[src/design/tetu_pkg.sv]
// Shared types and constants for the timed event table.
// No dependencies; every other file of the block but tetu_ram imports this package.
`default_nettype none
package tetu_pkg;
  localparam int TIME_W          = 32;
  localparam int TAG_W           = 16;
  localparam int TABLE_DEPTH_DEF = 16;

  localparam logic OP_ADD  = 1'b0;
  localparam logic OP_TICK = 1'b1;

  localparam logic KIND_STATUS = 1'b0;
  localparam logic KIND_FIRE   = 1'b1;

  typedef struct packed {
    logic              op;
    logic [TIME_W-1:0] delay;
    logic [TAG_W-1:0]  tag;
  } cmd_t;
endpackage
`default_nettype wire

[src/design/tetu_if.sv]
// Valid/ready channel interfaces for the timed event table.
// Depends on tetu_pkg for field widths.
`default_nettype none
interface tetu_in_if;
  import tetu_pkg::*;
  logic              valid;
  logic              ready;
  logic              mode;
  logic [TIME_W-1:0] delay;
  logic [TAG_W-1:0]  tag;
  modport source(output valid, mode, delay, tag, input ready);
  modport sink(input valid, mode, delay, tag, output ready);
endinterface

interface tetu_out_if;
  import tetu_pkg::*;
  logic             valid;
  logic             ready;
  logic             kind;
  logic [TAG_W-1:0] fired_tag;
  logic             accepted;
  logic             last;
  modport source(output valid, kind, fired_tag, accepted, last, input ready);
  modport sink(input valid, kind, fired_tag, accepted, last, output ready);
endinterface
`default_nettype wire

[src/design/timed_event_table_unit.sv]
// Timed event table: a software-style timer list of up to TABLE_DEPTH events.
// An add puts its status result out from ST_RESP through the result register
// once the result channel has room. A tick holds the back end while the
// sequencer reads the table RAM one entry at a time through its registered
// read port and compacts survivors in the same pass; ST_FLUSH then puts out
// the last fire report. A tick on an empty table or one that fires no entry
// gives no report. A stalled result channel holds the back end longer. A
// two-entry command queue in front lets new items be taken while the back
// end is busy. Depends on tetu_pkg, tetu_if, tetu_front and tetu_back.
`default_nettype none
module timed_event_table_unit #(
  parameter int TABLE_DEPTH = tetu_pkg::TABLE_DEPTH_DEF
) (
  input  wire logic  clk,
  input  wire logic  rst,
  tetu_in_if.sink    item,
  tetu_out_if.source result
);
  import tetu_pkg::*;

  logic cmd_valid;
  logic cmd_ready;
  cmd_t cmd;

  tetu_front u_front (
    .clk       (clk),
    .rst       (rst),
    .item      (item),
    .cmd_valid (cmd_valid),
    .cmd_ready (cmd_ready),
    .cmd       (cmd)
  );

  tetu_back #(.TABLE_DEPTH(TABLE_DEPTH)) u_back (
    .clk       (clk),
    .rst       (rst),
    .cmd_valid (cmd_valid),
    .cmd_ready (cmd_ready),
    .cmd       (cmd),
    .result    (result)
  );
endmodule
`default_nettype wire

[src/design/tetu_ram.sv]
// Generic single-write, single-read RAM with registered read data.
// No dependencies.
`default_nettype none
module tetu_ram #(
  parameter int WIDTH = 8,
  parameter int DEPTH = 16
) (
  input  wire logic                                   clk,
  input  wire logic                                   wr_en,
  input  wire logic [((DEPTH > 1) ? $clog2(DEPTH) : 1)-1:0] wr_addr,
  input  wire logic [WIDTH-1:0]                       wr_data,
  input  wire logic [((DEPTH > 1) ? $clog2(DEPTH) : 1)-1:0] rd_addr,
  output logic      [WIDTH-1:0]                       rd_data
);
  logic [WIDTH-1:0] mem [DEPTH];

  always_ff @(posedge clk) begin
    if (wr_en) begin
      mem[wr_addr] <= wr_data;
    end
    rd_data <= mem[rd_addr];
  end
endmodule
`default_nettype wire

[src/design/tetu_front.sv]
// Front end: accepts input items, decodes the mode and queues commands.
// Depends on tetu_pkg and tetu_in_if.
`default_nettype none
module tetu_front (
  input  wire logic           clk,
  input  wire logic           rst,
  tetu_in_if.sink             item,
  output logic                cmd_valid,
  input  wire logic           cmd_ready,
  output tetu_pkg::cmd_t      cmd
);
  import tetu_pkg::*;

  cmd_t       queue [2];
  logic       wptr;
  logic       rptr;
  logic [1:0] fill;
  logic       push;
  logic       pop;
  cmd_t       decoded;

  always_comb begin
    decoded.op    = item.mode ? OP_TICK : OP_ADD;
    decoded.delay = item.delay;
    decoded.tag   = item.tag;
  end

  assign item.ready = (fill != 2'd2);
  assign cmd_valid  = (fill != 2'd0);
  assign cmd        = queue[rptr];
  assign push       = item.valid && item.ready;
  assign pop        = cmd_valid && cmd_ready;

  always_ff @(posedge clk) begin
    if (push) begin
      queue[wptr] <= decoded;
    end
    if (rst) begin
      wptr <= 1'b0;
      rptr <= 1'b0;
      fill <= 2'd0;
    end else begin
      if (push) begin
        wptr <= ~wptr;
      end
      if (pop) begin
        rptr <= ~rptr;
      end
      case ({push, pop})
        2'b10:   fill <= fill + 2'd1;
        2'b01:   fill <= fill - 2'd1;
        default: fill <= fill;
      endcase
    end
  end
endmodule
`default_nettype wire

[src/design/tetu_back.sv]
// Back end: time counter, event table sequencer and result register.
// Depends on tetu_pkg, tetu_out_if and tetu_ram.
`default_nettype none
module tetu_back #(
  parameter int TABLE_DEPTH = tetu_pkg::TABLE_DEPTH_DEF
) (
  input  wire logic           clk,
  input  wire logic           rst,
  input  wire logic           cmd_valid,
  output logic                cmd_ready,
  input  wire tetu_pkg::cmd_t cmd,
  tetu_out_if.source          result
);
  import tetu_pkg::*;

  localparam int AW = (TABLE_DEPTH > 1) ? $clog2(TABLE_DEPTH) : 1;
  localparam int CW = $clog2(TABLE_DEPTH + 1);
  localparam int EW = TIME_W + TAG_W;
  localparam logic [CW-1:0] DEPTH_C = CW'(TABLE_DEPTH);

  localparam logic [2:0] ST_IDLE  = 3'd0;
  localparam logic [2:0] ST_RESP  = 3'd1;
  localparam logic [2:0] ST_READ  = 3'd2;
  localparam logic [2:0] ST_EVAL  = 3'd3;
  localparam logic [2:0] ST_FLUSH = 3'd4;

  logic [2:0]        state;
  logic [TIME_W-1:0] now_ticks;
  logic [CW-1:0]     count;
  logic [CW-1:0]     keep;
  logic [CW-1:0]     idx;
  logic [TAG_W-1:0]  pend_tag;
  logic              have_pend;
  logic              add_ok;

  logic              ovalid;
  logic              okind;
  logic [TAG_W-1:0]  otag;
  logic              oacc;
  logic              olast;

  logic              wr_en;
  logic [AW-1:0]     wr_addr;
  logic [EW-1:0]     wr_data;
  logic [EW-1:0]     rd_data;
  logic [TIME_W-1:0] rd_due;
  logic [TAG_W-1:0]  rd_tag;
  logic              fire;
  logic              last_idx;
  logic              slot_free;
  logic              eval_go;
  logic              has_room;
  logic              emit;

  tetu_ram #(.WIDTH(EW), .DEPTH(TABLE_DEPTH)) u_table (
    .clk     (clk),
    .wr_en   (wr_en),
    .wr_addr (wr_addr),
    .wr_data (wr_data),
    .rd_addr (idx[AW-1:0]),
    .rd_data (rd_data)
  );

  assign result.valid     = ovalid;
  assign result.kind      = okind;
  assign result.fired_tag = otag;
  assign result.accepted  = oacc;
  assign result.last      = olast;
  assign cmd_ready        = (state == ST_IDLE);

  always_comb begin
    slot_free = !ovalid || result.ready;
    rd_due    = rd_data[EW-1:TAG_W];
    rd_tag    = rd_data[TAG_W-1:0];
    fire      = (rd_due <= now_ticks);
    last_idx  = (idx == count - CW'(1));
    eval_go   = !(fire && have_pend && !slot_free);
    has_room  = (count < DEPTH_C);
    emit      = ((state == ST_RESP) && slot_free) ||
                ((state == ST_EVAL) && eval_go && fire && have_pend) ||
                ((state == ST_FLUSH) && have_pend && slot_free);
    wr_en     = 1'b0;
    wr_addr   = count[AW-1:0];
    wr_data   = {now_ticks + cmd.delay, cmd.tag};
    if (state == ST_IDLE && cmd_valid && cmd.op == OP_ADD && has_room) begin
      wr_en = 1'b1;
    end
    if (state == ST_EVAL && eval_go && !fire) begin
      wr_en   = 1'b1;
      wr_addr = keep[AW-1:0];
      wr_data = rd_data;
    end
  end

  always_ff @(posedge clk) begin
    if (rst) begin
      state     <= ST_IDLE;
      now_ticks <= '0;
      count     <= '0;
      have_pend <= 1'b0;
      ovalid    <= 1'b0;
    end else begin
      ovalid <= emit || (ovalid && !result.ready);
      case (state)
        ST_IDLE: begin
          if (cmd_valid) begin
            if (cmd.op == OP_ADD) begin
              add_ok <= has_room;
              if (has_room) begin
                count <= count + CW'(1);
              end
              state <= ST_RESP;
            end else begin
              now_ticks <= now_ticks + TIME_W'(1);
              idx       <= '0;
              keep      <= '0;
              have_pend <= 1'b0;
              state     <= (count == '0) ? ST_IDLE : ST_READ;
            end
          end
        end
        ST_RESP: begin
          if (slot_free) begin
            okind  <= KIND_STATUS;
            otag   <= '0;
            oacc   <= add_ok;
            olast  <= 1'b1;
            state  <= ST_IDLE;
          end
        end
        ST_READ: begin
          state <= ST_EVAL;
        end
        ST_EVAL: begin
          if (eval_go) begin
            if (fire) begin
              if (have_pend) begin
                okind  <= KIND_FIRE;
                otag   <= pend_tag;
                oacc   <= 1'b0;
                olast  <= 1'b0;
              end
              pend_tag  <= rd_tag;
              have_pend <= 1'b1;
            end else begin
              keep <= keep + CW'(1);
            end
            idx <= idx + CW'(1);
            if (last_idx) begin
              count <= fire ? keep : keep + CW'(1);
              state <= ST_FLUSH;
            end else begin
              state <= ST_READ;
            end
          end
        end
        ST_FLUSH: begin
          if (!have_pend) begin
            state <= ST_IDLE;
          end else if (slot_free) begin
            okind     <= KIND_FIRE;
            otag      <= pend_tag;
            oacc      <= 1'b0;
            olast     <= 1'b1;
            have_pend <= 1'b0;
            state     <= ST_IDLE;
          end
        end
        default: begin
          state <= ST_IDLE;
        end
      endcase
    end
  end
endmodule
`default_nettype wire
[src/flat_wrapper.sv]
// flat-port wrapper written by rule: the top's interface ports become plain ports
module timed_event_table_unit_flat import tetu_pkg::*;
#(
  parameter int TABLE_DEPTH = tetu_pkg::TABLE_DEPTH_DEF
)
  (clk, rst, item_valid, item_mode, item_delay, item_tag, item_ready, result_valid, result_kind, result_fired_tag, result_accepted, result_last, result_ready);
  tetu_in_if item_i ();
  tetu_out_if result_i ();
  input  wire logic clk;
  input  wire logic rst;
  input wire logic [$bits(item_i.valid)-1:0] item_valid;
  input wire logic [$bits(item_i.mode)-1:0] item_mode;
  input wire logic [$bits(item_i.delay)-1:0] item_delay;
  input wire logic [$bits(item_i.tag)-1:0] item_tag;
  output wire logic [$bits(item_i.ready)-1:0] item_ready;
  output wire logic [$bits(result_i.valid)-1:0] result_valid;
  output wire logic [$bits(result_i.kind)-1:0] result_kind;
  output wire logic [$bits(result_i.fired_tag)-1:0] result_fired_tag;
  output wire logic [$bits(result_i.accepted)-1:0] result_accepted;
  output wire logic [$bits(result_i.last)-1:0] result_last;
  input wire logic [$bits(result_i.ready)-1:0] result_ready;
  assign item_i.valid = item_valid;
  assign item_i.mode = item_mode;
  assign item_i.delay = item_delay;
  assign item_i.tag = item_tag;
  assign item_ready = item_i.ready;
  assign result_valid = result_i.valid;
  assign result_kind = result_i.kind;
  assign result_fired_tag = result_i.fired_tag;
  assign result_accepted = result_i.accepted;
  assign result_last = result_i.last;
  assign result_i.ready = result_ready;
  timed_event_table_unit #(.TABLE_DEPTH(TABLE_DEPTH)) u_core (.clk(clk), .rst(rst), .item(item_i), .result(result_i));
endmodule
[config.mk]
export PLATFORM = sky130hd
export DESIGN_NAME = timed_event_table_unit_flat
export DESIGN_NICKNAME = d
export VERILOG_FILES = /design/src/design/tetu_pkg.sv /design/src/design/tetu_if.sv /design/src/design/timed_event_table_unit.sv /design/src/design/tetu_ram.sv /design/src/design/tetu_front.sv /design/src/design/tetu_back.sv /design/src/flat_wrapper.sv
export SDC_FILE = /design/constraint.sdc
export NUM_CORES = 1
export LEC_CHECK = 0
export BUFFER_PORTS_ARGS = -buffer_cell sky130_fd_sc_hd__buf_2
export CORE_MARGIN = 4
export CORE_UTILIZATION = 40
export DETAILED_ROUTE_END_ITERATION = 12
export SLEW_MARGIN = 25
export SYNTH_ARGS = -nofsm -noshare
export SYNTH_HDL_FRONTEND = slang
export SYNTH_SLANG_ARGS = --single-unit
[constraint.sdc]
create_clock -name clk -period 17.7 [get_ports clk]
set_input_delay 0 -clock clk [delete_from_list [all_inputs] [get_ports clk]]
set_output_delay 0 -clock clk [all_outputs]
set_load 0.01 [all_outputs]
### Word-level counts from Yosys, hierarchy flattened

Memory sizes are Yosys's and may differ from the RTL's. A register that Yosys moved wholly into a read port is not among the register bits.
Cells that the tools add are included.

| word-level totals | value |
|---|---|
| register bits after elaboration | 92 |
| bits in writable memories | 866 |
| bits of input ports | 53 |
| output and inout bits | 21 |
| memories kept | 2 |

Memories:

| name | words | width | read ports | clocked after Yosys merged registers in | write ports | line | text |
|---|---|---|---|---|---|---|---|
| u_core.u_back.u_table.mem | 16 | 48 | 1 | 1 | 1 | tetu_ram.sv:15 | `logic [WIDTH-1:0] mem [DEPTH];` |
| u_core.u_front.queue | 2 | 49 | 1 | 1 | 1 | tetu_front.sv:14 | `cmd_t queue [2];` |

| cells by class | value |
|---|---|
| add/sub/neg operators | 8 |
| $lt $le $gt $ge | 2 |
| equal/unequal tests | 19 |
| multiplexer cells | 63 |
| bitwise logic cells | 5 |
| reduce and logical (&&, ||, !) cells | 39 |

Operators by type and width:

| kind | number |
|---|---|
| $mux 16 | 6 |
| $mux 5 | 10 |
| $mux 48 | 1 |
| $pmux 16 s3 | 1 |
| $add 32x1->32 const B | 1 |
| $add 32x32->32 | 1 |
| $le 32x32->1 | 1 |
| $pmux 5 s2 | 3 |
| $mux 1 | 28 |
| $ne 2x2->1 const B | 12 |
| $add 5x1->5 const B | 3 |
| $mux 3 | 5 |
| $pmux 3 s5 | 1 |
| $logic_and 1x1->1 | 14 |
| $pmux 1 s3 | 4 |
| $reduce_and 6->1 | 2 |
| $reduce_and 5->1 | 2 |
| $reduce_and 4->1 | 2 |
| $reduce_and 8->1 | 1 |
| $eq 3x2->1 const B | 2 |
| $reduce_bool 2->1 | 3 |
| $reduce_bool 3->1 | 2 |
| $eq 5x5->1 | 1 |
| $logic_not 1->1 | 5 |
| other kinds (17) | 25 |

### Longest topological paths before layout

Gate-level depths: netlist of the first run.

| depth | value |
|---|---|
| depth in word-level cells | 11 |
| gate-level depth with buffers | 14 |
| gate-level depth less buffers | 12 |

### By module

A second synthesis of the first run with hierarchy kept.

| second synthesis, totals | value |
|---|---|
| cell total of the unflattened synthesis | 2203 |
| area total of the unflattened synthesis | 40298.6 um2 |

By module, submodules not included:

| module | instances | cells each | area each (um2) |
|---|---|---|---|
| tetu_ram | 1 | 1242 | 29691.0 |
| tetu_back | 1 | 785 | 6862.8 |
| tetu_front | 1 | 176 | 3744.8 |

### Worst setup path before layout of the first run

No wires, ideal clock.

| timing path | value |
|---|---|
| path kind | register to register |
| start point | register u_core.u_back.now_ticks[1] |
| end point | memory u_core.u_back.u_table.mem[6][0] in the netlist's numbering (enable) |
| setup time | 0.528 ns |
| data arrival time | 5.745 ns |
| slack | 11.427 ns |
| stages on the path, launching flop included | 12 |
| path buffers | 2 |
| clock period less this slack | 6.273 ns |
| cell sequence | dfxtp_1 -> inv_1 -> ha_1 -> nor2b_1 -> o211ai_1 -> a2111o_1 -> o211ai_1 -> a21o_1 -> clkbuf_1 -> nand2_1 -> buf_2 -> o32ai_1 |

| between the ends | value |
|---|---|
| longest elaborated chain between the ends | 9 |
| elaborated cells between the ends (all ways) | 11 |
| classes of those cells | 1 x order compare; 4 x mux; 6 x reduce/logical |

Ends and longest elaborated chain:

| element | line | text |
|---|---|---|
| from (decl) | tetu_back.sv:28 | `logic [TIME_W-1:0] now_ticks;` |
| from (signal assigned) | tetu_back.sv:114 | `now_ticks <= now_ticks + TIME_W'(1);` |
| $le 32x32->1 * | tetu_back.sv:75 | `fire = (rd_due <= now_ticks);` |
| $logic_and 1x1->1 (2 in series) | tetu_back.sv:77 | `eval_go = !(fire && have_pend && !slot_free);` |
| $logic_not 1->1 | tetu_back.sv:77 |  |
| $logic_and 1x1->1 | tetu_back.sv:88 | `if (state == ST_EVAL && eval_go && !fire) begin` |
| $logic_and 1x1->1 * | tetu_back.sv:88 |  |
| $mux 1 | tetu_back.sv:88 |  |
| $mux 1 | tetu_ram.sv:18 | `if (wr_en) begin` |
| $mux 1 (implied by the code) | tetu_ram.sv:19 | `mem[wr_addr] <= wr_data;` |
| to (decl) | tetu_ram.sv:15 |  |

Mark *: on every way between the ends. The rest lies on a longest branch, timed or not.

### Worst setup path in the final report of the first run

| timing path | value |
|---|---|
| start point | register u_core.u_back.now_ticks[11] |
| end point | memory u_core.u_back.u_table.mem[0][20] in the netlist's numbering (enable) |

The elaborated chain is that of the path after synthesis.

==> summary.txt, run 1 <==
Run status
  • Status: finished clean

Power and ir drop
  • Max IR drop VDD: 0.0000765 V
  • Switch Pwr: around 1500 uW
  • Internal: 4430 uW
  • Pwr per Cell Area: between 100 and 150 mW/mm^2
  • Net Sw Frac: 25.5%
  • LEAKAGE: 0.0150 uW
  • Power share of the sequential group: between 50% and 60%
  • Combinational share of power: around 16%
  • Clock Power Share: 34.1%
  • Overall Power: ~6000 uW

Critical path
  • Critical Path Source Type: flop
  • Worst setup EP type: flop
  • Worst flop-to-flop path startpoint: u_core.u_back.now_ticks[11]
  • Critical Path AT: ~5.3 ns
  • Critical path data required time: roughly 18 ns
  • CP max stage delay: around 0.75 ns
  • CP Max Fanout: 49
  • R2R setup slack: 12.69 ns
  • Max stage delay cell, worst path: o22ai_4
  • Critical path class: flop to flop
  • Reg2reg end: u_core.u_back.u_table.mem[0][20]
  • Cell Chain, Critical Path: inv_1 -> ha_1 -> nand4_1 -> nor3_1 -> and3_1 -> o2bb2ai_1 -> a21o_1 -> nand2_2 -> buf_4 -> mux2i_1 -> o22ai_4 -> buf_4
  • CP top delay family: buffers and inverters
  • Worst r2r path cells: 12
  • WP buf/inv: 3
  • Crit-path most repeated cell: buf_4

Timing
  • Slew headroom: 30.3%
  • Slew @ Worst Pin: around 1.0 ns
  • Unrepaired setup endpoints after global routing: no
  • Peak Freq: 200 MHz
  • Final setup TNS: 0 ns
  • Clock Skew: 0.0313 ns
  • Min Tclk post-route: 5.01 ns
  • Setup violators final: 0
  • Final Hold Vio Count: 0
  • Final period utilization: about 28%
  • Final Max Slew Viols: 0
  • Final worst slack: ~13 ns

Final layout
  • # fillers: approximately 8,400
  • N_diodes: 0
  • Non-Filler Instances: ~3,700
  • Fin nets: between 2,000 and 2,500
  • Share of layout cells above drive strength 1: about a quarter
  • P&R area growth vs syn: 15.4%

Route
  • Drt first pass iters: 5
  • Via/cell ratio: 5.56
  • Vias: roughly 21,000
  • Initial DRC Count: a little under 2,000
  • DRC violations left: 0
  • WL/cell: about 25 um
  • ANT nets after route: 0
  • Final wirelength: between 90,000 and 100,000 um

Global route
  • GR Util All Layers: around 18%
  • Vias in the first global route: around 21,000
  • First-pass GRT wire length: ~140,000 um
  • Initial antenna violation count: 2
  • Grt total ovfl: 0
  • Pin count of the biggest net entering global routing: 140

CTS
  • # H-tree levels: 3
  • Clk Latency, worst-skew pair: approximately 0.66 ns
  • CTS Buf Count: 100
  • Clock root buffer: clkbuf_16
  • CTS tree: built
  • Maximum clock path buffer count: 3
  • CTS sink cnt: roughly 1,000
  • PostCTS Resize Cnt: 0
  • Worst-path clk slew: ~0.06 ns
  • Setup Buffers After CTS: 0

Logic synthesis
  • Syn_area_per_cell: ~19 um^2
  • Top_reg_cell synth: edfxtp_1
  • Cell Area, Synth: around 0.04 mm^2
  • #FFs+latches synth: between 1,000 and 1,500
  • Synth Instances: around 2,200
  • Net count after synthesis: approximately 2,300
  • FFs w/ async S/R, synth: 0%
  • Warning count from the yosys run: 0
  • Post-synth EDFFs: between 900 and 1,000
  • Post-synth cell types: 68
  • Sequential area share after synthesis: 72.5%

Floorplan
  • IO Pins: 74
  • Die extent in x: around 330 um
  • Die Area: between 0.1 and 0.15 mm^2
  • Starting Density: about two fifths
  • Core Rows: between 100 and 150
  • Core ar.: about 0.10 mm^2
  • Die Ht: roughly 330 um

Hold path
  • Hold Crit Start: item_tag[4]
  • Worst Hold Path Cells: 2
  • Min-Delay Endpoint: u_core.u_front.queue[1][4]
  • Min-Delay Path Class: input port to flop

Run
  • Max Cap Viol: 0

Place
  • Buffers on Ports: 73
  • RePlAce Congestion: around 0.91
  • Dpl hpwl: roughly 52,000 um
  • Placed Cells: around 3,500
  • Dpl ws: between 10 and 15 ns
-- state kept, by name, summed over array words and instances (netlist names), 2 cells and up, named ones only --
register / count
u_core.u_back.count: 5
u_core.u_back.idx: 5
u_core.u_back.keep: 5
u_core.u_back.now_ticks: 32
u_core.u_back.pend_tag: 16
u_core.u_back.result.fired_tag: 16
u_core.u_back.state: 3
u_core.u_back.u_table.mem: 768
u_core.u_back.u_table.rd_data: 48
u_core.u_front.fill: 2
u_core.u_front.queue: 98
-- cell type report --
type	instances	area (um^2)	share of cell area (%)
Timing Repair Buffer	193	1470	3.16
Clock inverter	47	398	0.854
Sequential cell	1007	29300	62.9
Inverter	55	206	0.443
Clock buffer	139	2740	5.88
Multi-Input combinational cell	995	10900	23.3
Tap cell	1298	1620	3.49
-- metrics by stage --
stage          hold slack, ns  cell area, um^2  util (%)
5_1_grt                0.0523            46600      46.5
3_5_place_dp            0.191            42800      42.7
3_3_place_gp            0.189            42800      42.7
4_1_cts               0.00937            46500      46.4
6_report               0.0629            46600      46.5
2_1_floorplan          0.0989            40400         -
-- how the worst max path moves through the flow --
stage | start | to | depth (start not counted)
2_1_floorplan | u_core.u_back.now_ticks[1] | u_core.u_back.u_table.mem[6][0] | 11
3_3_place_gp | u_core.u_back.idx[0] | u_core.u_back.u_table.rd_data[8] | 5
3_5_place_dp | u_core.u_back.idx[0] | u_core.u_back.u_table.rd_data[8] | 5
4_1_cts | u_core.u_back.idx[0] | u_core.u_back.u_table.rd_data[8] | 5
5_1_grt | u_core.u_back.now_ticks[11] | u_core.u_back.u_table.mem[0][20] | 12
6_report | u_core.u_back.now_ticks[11] | u_core.u_back.u_table.mem[0][20] | 12
-- routing by layer --
layer / up-vias / global-route usage, % / share of wire [%]
met5: - / 0 / 0.014
met4: 2 / 4.82 / 2.3
met3: 115 / 2.20 / 5.2
met2: 568 / 28.8 / 48
met1: 11000 / 25.0 / 44
li1: 9085 / - / -
-- placed cells by master, fill, tap and decap left out, types with 20 or more instances in the layout --
cell,Yosys,final
a21oi_1,69,51
buf_2,9,73
buf_4,2,58
clkbuf_1,58,32
clkbuf_16,0,102
dfxtp_1,95,94
dlygate4sd3_1,0,54
edfxtp_1,912,912
ha_1,70,70
inv_1,55,55
mux2_2,30,30
mux2i_1,23,23
mux4_2,240,240
nand2_1,88,87
nor2_1,102,99
nor2b_1,23,23
nor3_1,21,20
o21ai_0,57,54
xnor2_1,55,55
-- timing repair --
action | in CTS | in global routing
endpoints found under the hold margin | 139 | 0
hold buffers | 54 | 0
endpoints found under the setup margin | 0 | 0
-- power groups by stage --
stage                     Combinational, uW  Sequential (uW)  Clock (uW)
final                                   929             2990        2030
after floorplan                         611             3010           0
after global placement                  889             3040           0
after global routing                   1020             3000        2180
after detailed placement                916             3040           0
after CTS                               929             2990        2080
-- cell usage after synthesis, types with 17 or more instances --
master / n / area, um^2
edfxtp_1: 912 / 27400
mux4_2: 240 / 5410
nor2_1: 102 / 383
dfxtp_1: 95 / 1900
nand2_1: 88 / 330
ha_1: 70 / 876
a21oi_1: 69 / 345
clkbuf_1: 58 / 218
o21ai_0: 57 / 285
inv_1: 55 / 206
xnor2_1: 55 / 482
mux2_2: 30 / 338
buf_1: 25 / 93.8
mux2i_1: 23 / 230
nor2b_1: 23 / 144
nor3_1: 21 / 105
nand3_1: 18 / 90.1
nand4_1: 17 / 106
-- cells by family after synthesis --
group	count (synthesis)	synth area share, %
flops	1007	72.5
simple gates	334	4.00
mux	294	14.8
compound gates	227	3.51
buf+inv	149	1.43
fa+ha+maj	71	2.22
xor+xnor	69	1.50
No activity file was read; power rests on OpenSTA's default activity.
==> inputs of run 2 (changes only) <==
--- a/config.mk
+++ b/config.mk
@@ -5,6 +5,7 @@
 export SDC_FILE = /design/constraint.sdc
 export NUM_CORES = 1
 export LEC_CHECK = 0
+export ABC_AREA = 1
 export BUFFER_PORTS_ARGS = -buffer_cell sky130_fd_sc_hd__buf_2
 export CORE_MARGIN = 4
 export CORE_UTILIZATION = 40
==> constraint.sdc (replaced) <==
create_clock -name clk -period 4.8 [get_ports clk]
set_input_delay 0 -clock clk [delete_from_list [all_inputs] [get_ports clk]]
set_output_delay 0 -clock clk [all_outputs]
set_load 0.01 [all_outputs]
==> run 2 against run 1 <==
  * Worst hold slack worse by 0.0065 ns
  * Combinational power rose to 5.7 times the previous value
  * Power rose to 4.1 times the previous value
  * First-iteration DRC count increased by 49%
  * Clock power rose to 3.8 times the previous value
  * Largest power group unchanged
  * Wire length up 18%
  * Cell area is 3.1% higher
  * Sequential power grew to 3.8 times the previous value
  * Die area rose by 3.1%
==> summary.txt, run 2 <==
Route
  • DRC violations left: 0 (unchanged)
  • Vias: 28,100 (was 20,700)
  • ANT nets after route: 0 (unchanged)
  • Initial DRC Count: 2,867 (was 1,929)
  • WL/cell: 21.5 um (was 25.1 um)
  • Final wirelength: 111,000 um (was 93,800 um)
  • Drt first pass iters: 8 (was 5)
  • Via/cell ratio: 5.45 (was 5.56)

Final layout
  • Most frequent cells in the layout: 912 x edfxtp_1, 587 x nor2_1, 513 x o21ai_0, 416 x nand2_1, 226 x o22ai_1 (was 912 x edfxtp_1, 240 x mux4_2, 102 x clkbuf_16, 99 x nor2_1, 94 x dfxtp_1)
  • Multi-input gate area: 0.0112 mm^2 (was 0.0109 mm^2)
  • Post-route design area: 0.0480 mm^2 (was 0.0466 mm^2)
  • Max FFs per register: 768 (unchanged)
  • Final Util: 46.4% (was 46.5%)
  • FF+latch area: 0.0293 mm^2 (about the same)
  • # fillers: 9,269 (was 8,376)
  • Largest regs: u_core.u_back.u_table.mem (768), u_core.u_front.queue (98), u_core.u_back.u_table.rd_data (48) (unchanged)
  • Share of layout cells above drive strength 1: 10.6% (was 24.9%)
  • Commonest non-fill, non-tap cell in the layout: edfxtp_1 (unchanged)
  • Biggest register: u_core.u_back.u_table.mem (unchanged)
  • P&R area growth vs syn: 15.3% (was 15.4%)
  • Fin nets: 3,819 (was 2,476)

CTS
  • CTS tree: built (unchanged)
  • CTS sink cnt: 1,007 (unchanged)
  • CTS Buf Count: 99 (was 100)
  • Clock root buffer: clkbuf_16 (unchanged)
  • Worst-path clk slew: 0.06 ns (about the same)
  • # H-tree levels: 3 (unchanged)
  • Clk Latency, worst-skew pair: 0.68 ns (was 0.66 ns)
  • Maximum clock path buffer count: 3 (unchanged)

Power and ir drop
  • Clock Power Share: 31.7% (was 34.1%)
  • Power share of the sequential group: 46.6% (was 50.3%)
  • Pwr per Cell Area: 512 mW/mm^2 (was 128 mW/mm^2)
  • Internal: 17,100 uW (was 4430 uW)
  • Net Sw Frac: 30.5% (was 25.5%)
  • Switch Pwr: 7500 uW (was 1510 uW)
  • Overall Power: 24,600 uW (was 5940 uW)
  • Max IR drop VDD: 0.000318 V (was 0.0000765 V)
  • Combinational share of power: 21.7% (was 15.6%)
  • LEAKAGE: 0.0166 uW (was 0.0150 uW)

Floorplan
  • IO Pins: 74 (unchanged)
  • Core Rows: 118 (was 116)
  • Die extent in x: 331 um (was 326 um)
  • Starting Density: 40.2% (was 40.3%)
  • Die Ht: 331 um (was 326 um)
  • Core ar.: 0.103 mm^2 (was 0.100 mm^2)
  • Die Area: 0.109 mm^2 (was 0.106 mm^2)

Logic synthesis
  • Post-synth cell types: 51 (was 68)
  • Synth top cells by count: 912 x edfxtp_1, 605 x nor2_1, 513 x o21ai_0, 416 x nand2_1, 226 x o22ai_1 (was 912 x edfxtp_1, 240 x mux4_2, 102 x nor2_1, 95 x dfxtp_1, 88 x nand2_1)
  • Syn_area_per_cell: 11.7 um^2 (was 18.8 um^2)
  • Synth Area in Adders: 2.15% (was 2.22%)
  • Cell Area, Synth: 0.0417 mm^2 (was 0.0404 mm^2)
  • Synth area leaders: edfxtp_1 66%, o21ai_0 6.2%, nor2_1 5.5% (was edfxtp_1 68%, mux4_2 13%, dfxtp_1 4.7%)
  • Post-synth EDFFs: 912 (unchanged)
  • Cell accounting for the most synthesized area: edfxtp_1 (unchanged)
  • Post-synthesis mux area share: 0% (was 14.8%)
  • Synth Instances: 3,545 (was 2,151)
  • Count leader, synth: edfxtp_1 (unchanged)
  • Synth Area in Compound Gates: 12.1% (was 3.51%)
  • Xor/xnor share of the synthesized area: 0.883% (was 1.50%)
  • Sequential area share after synthesis: 70.3% (was 72.5%)
  • Synth top area share: 65.7% (was 67.8%)
  • Net count after synthesis: 3,669 (was 2,275)
  • Largest family of logic cells by synthesized area: compound AO/OA/AOI/OAI gates (was multiplexers)
  • Top_reg_cell synth: edfxtp_1 (unchanged)
  • Synth Area in Simple Gates: 11.3% (was 4.00%)
  • FFs w/ async S/R, synth: 0% (unchanged)
  • Warning count from the yosys run: 0 (unchanged)
  • #FFs+latches synth: 1,007 (unchanged)

Global route
  • Initial antenna violation count: 6 (was 2)
  • First-pass GRT wire length: 167,000 um (was 140,000 um)
  • Grt total ovfl: 0 (unchanged)
  • Vias in the first global route: 26,400 (was 21,300)
  • GR Util All Layers: 20.0% (was 17.6%)
  • Pin count of the biggest net entering global routing: 156 (was 140)

Critical path
  • Worst setup EP type: flop (unchanged)
  • CP max stage delay: 0.44 ns (was 0.75 ns)
  • CP top delay family: compound AO/OA/AOI/OAI gates (was buffers and inverters)
  • WP buf/inv: 3 (unchanged)
  • CP Max Fanout: 31 (was 49)
  • Max stage delay cell, worst path: fa_1 (was o22ai_4)
  • Cell Chain, Critical Path: inv_2 -> buf_4 -> or2_2 -> o21ai_0 -> fa_1 -> o21ai_0 -> a21oi_1 -> o21ai_0 -> a21oi_1 -> inv_1 -> nand2_1 -> nand2_1 -> nand2_1 -> nand3_1 -> nand2_1 (was inv_1 -> ha_1 -> nand4_1 -> nor3_1 -> and3_1 -> o2bb2ai_1 -> a21o_1 -> nand2_2 -> buf_4 -> mux2i_1 -> o22ai_4 -> buf_4)
  • Critical path data required time: 5.07 ns (was 17.97 ns)
  • Critical path class: flop to flop (unchanged)
  • Critical Path Source Type: flop (unchanged)
  • Crit-path most repeated cell: nand2_1 (was buf_4)
  • Critical Path AT: 4.01 ns (was 5.28 ns)

Timing
  • Final period utilization: 77.8% (was 28.3%)
  • Clock Skew: 0.0247 ns (was 0.0313 ns)
  • Unrepaired setup endpoints after global routing: no (unchanged)
  • Final Max Slew Viols: 0 (unchanged)
  • Final Hold Vio Count: 0 (unchanged)
  • Min Tclk post-route: 3.74 ns (was 5.01 ns)
  • Final worst slack: 1.06 ns (was 12.69 ns)
  • Slew headroom: 34.2% (was 30.3%)
  • Peak Freq: 268 MHz (was 200 MHz)
  • Final setup TNS: 0 ns (unchanged)
  • Slew @ Worst Pin: 0.986 ns (was 1.05 ns)
  • Setup violators final: 0 (unchanged)

Place
  • Post-DP Area: 0.0442 mm^2 (was 0.0428 mm^2)
  • Dpl ws: 1.03 ns (was 12.65 ns)
  • RePlAce Congestion: 0.910 (was 0.906)
  • Dpl hpwl: 68,300 um (was 52,100 um)
  • Buffers on Ports: 73 (unchanged)

Run status
  • Status: finished clean (unchanged)

Run
  • Max Cap Viol: 0 (unchanged)

Hold path
  • Min-Delay Path Class: input port to flop (unchanged)
-- run 2: logic make-up after synthesis --
logic type,count (synthesis)
simple gates,1156
flops,1007
compound gates,923
buf+inv,346
fa+ha+maj,71
xor+xnor,42
-- run 2: final timing paths --
kind	endpoint	cells after the start	slack, ns	startpoint
setup / recovery	u_core.u_back.u_table.mem[12][34]	15	1.06	flop
hold / removal	u_core.u_front.queue[0][41]	2	0.06	item_delay[25]
setup reg to reg	u_core.u_back.u_table.mem[12][34]	15	1.06	flop
hold reg to reg	u_core.u_back.pend_tag[15]	0	0.44	u_core.u_back.u_table.rd_data[15]
-- run 2: timing repair --
item | 4_1_cts | 5_1_grt
buffers inserted | 0 | 0
endpoints found under the setup margin | 0 | 0
endpoints found under the hold margin | 124 | 0
hold buffers | 53 | 0
gates resized for setup | 0 | 0
-- run 2: stage by stage --
step | instances | hold WS, ns
after global routing | 5160 | 0.0486
after CTS | 5160 | 0.0135
final | 5161 | 0.0564
after floorplan | 3545 | 0.0989
after detailed placement | 4921 | 0.191
after global placement | 4921 | 0.188
-- run 2: area by class of cell --
type	instances	area share, %
multi-input cells	2192	23.2
clock inverters	59	1.16
flip-flops and latches	1007	61.0
inverters	158	1.27
clock buffers	127	5.70
diodes	1	0.00521
well taps	1380	3.59
repair buffers	237	4.04
-- run 2: power by group through the flow --
stage / clock, uW / sequential [uW] / combinational, uW
after global placement: 0 / 11600 / 5200
after CTS: 7940 / 11400 / 5300
final: 7800 / 11500 / 5320
after global routing: 8290 / 11500 / 5860
after detailed placement: 0 / 11600 / 5230
after floorplan: 0 / 11500 / 3090
-- run 2: routing by layer --
| metal | up-vias | track usage (%) | share of wire [%] |
|---|---|---|---|
| met3 | 154 | 2.89 | 7.5 |
| met2 | 1099 | 30.6 | 45 |
| met4 | 0 | 4.40 | 1.8 |
| met5 | - | 0 | 0 |
| met1 | 13800 | 30.4 | 46 |
| li1 | 13100 | - | - |
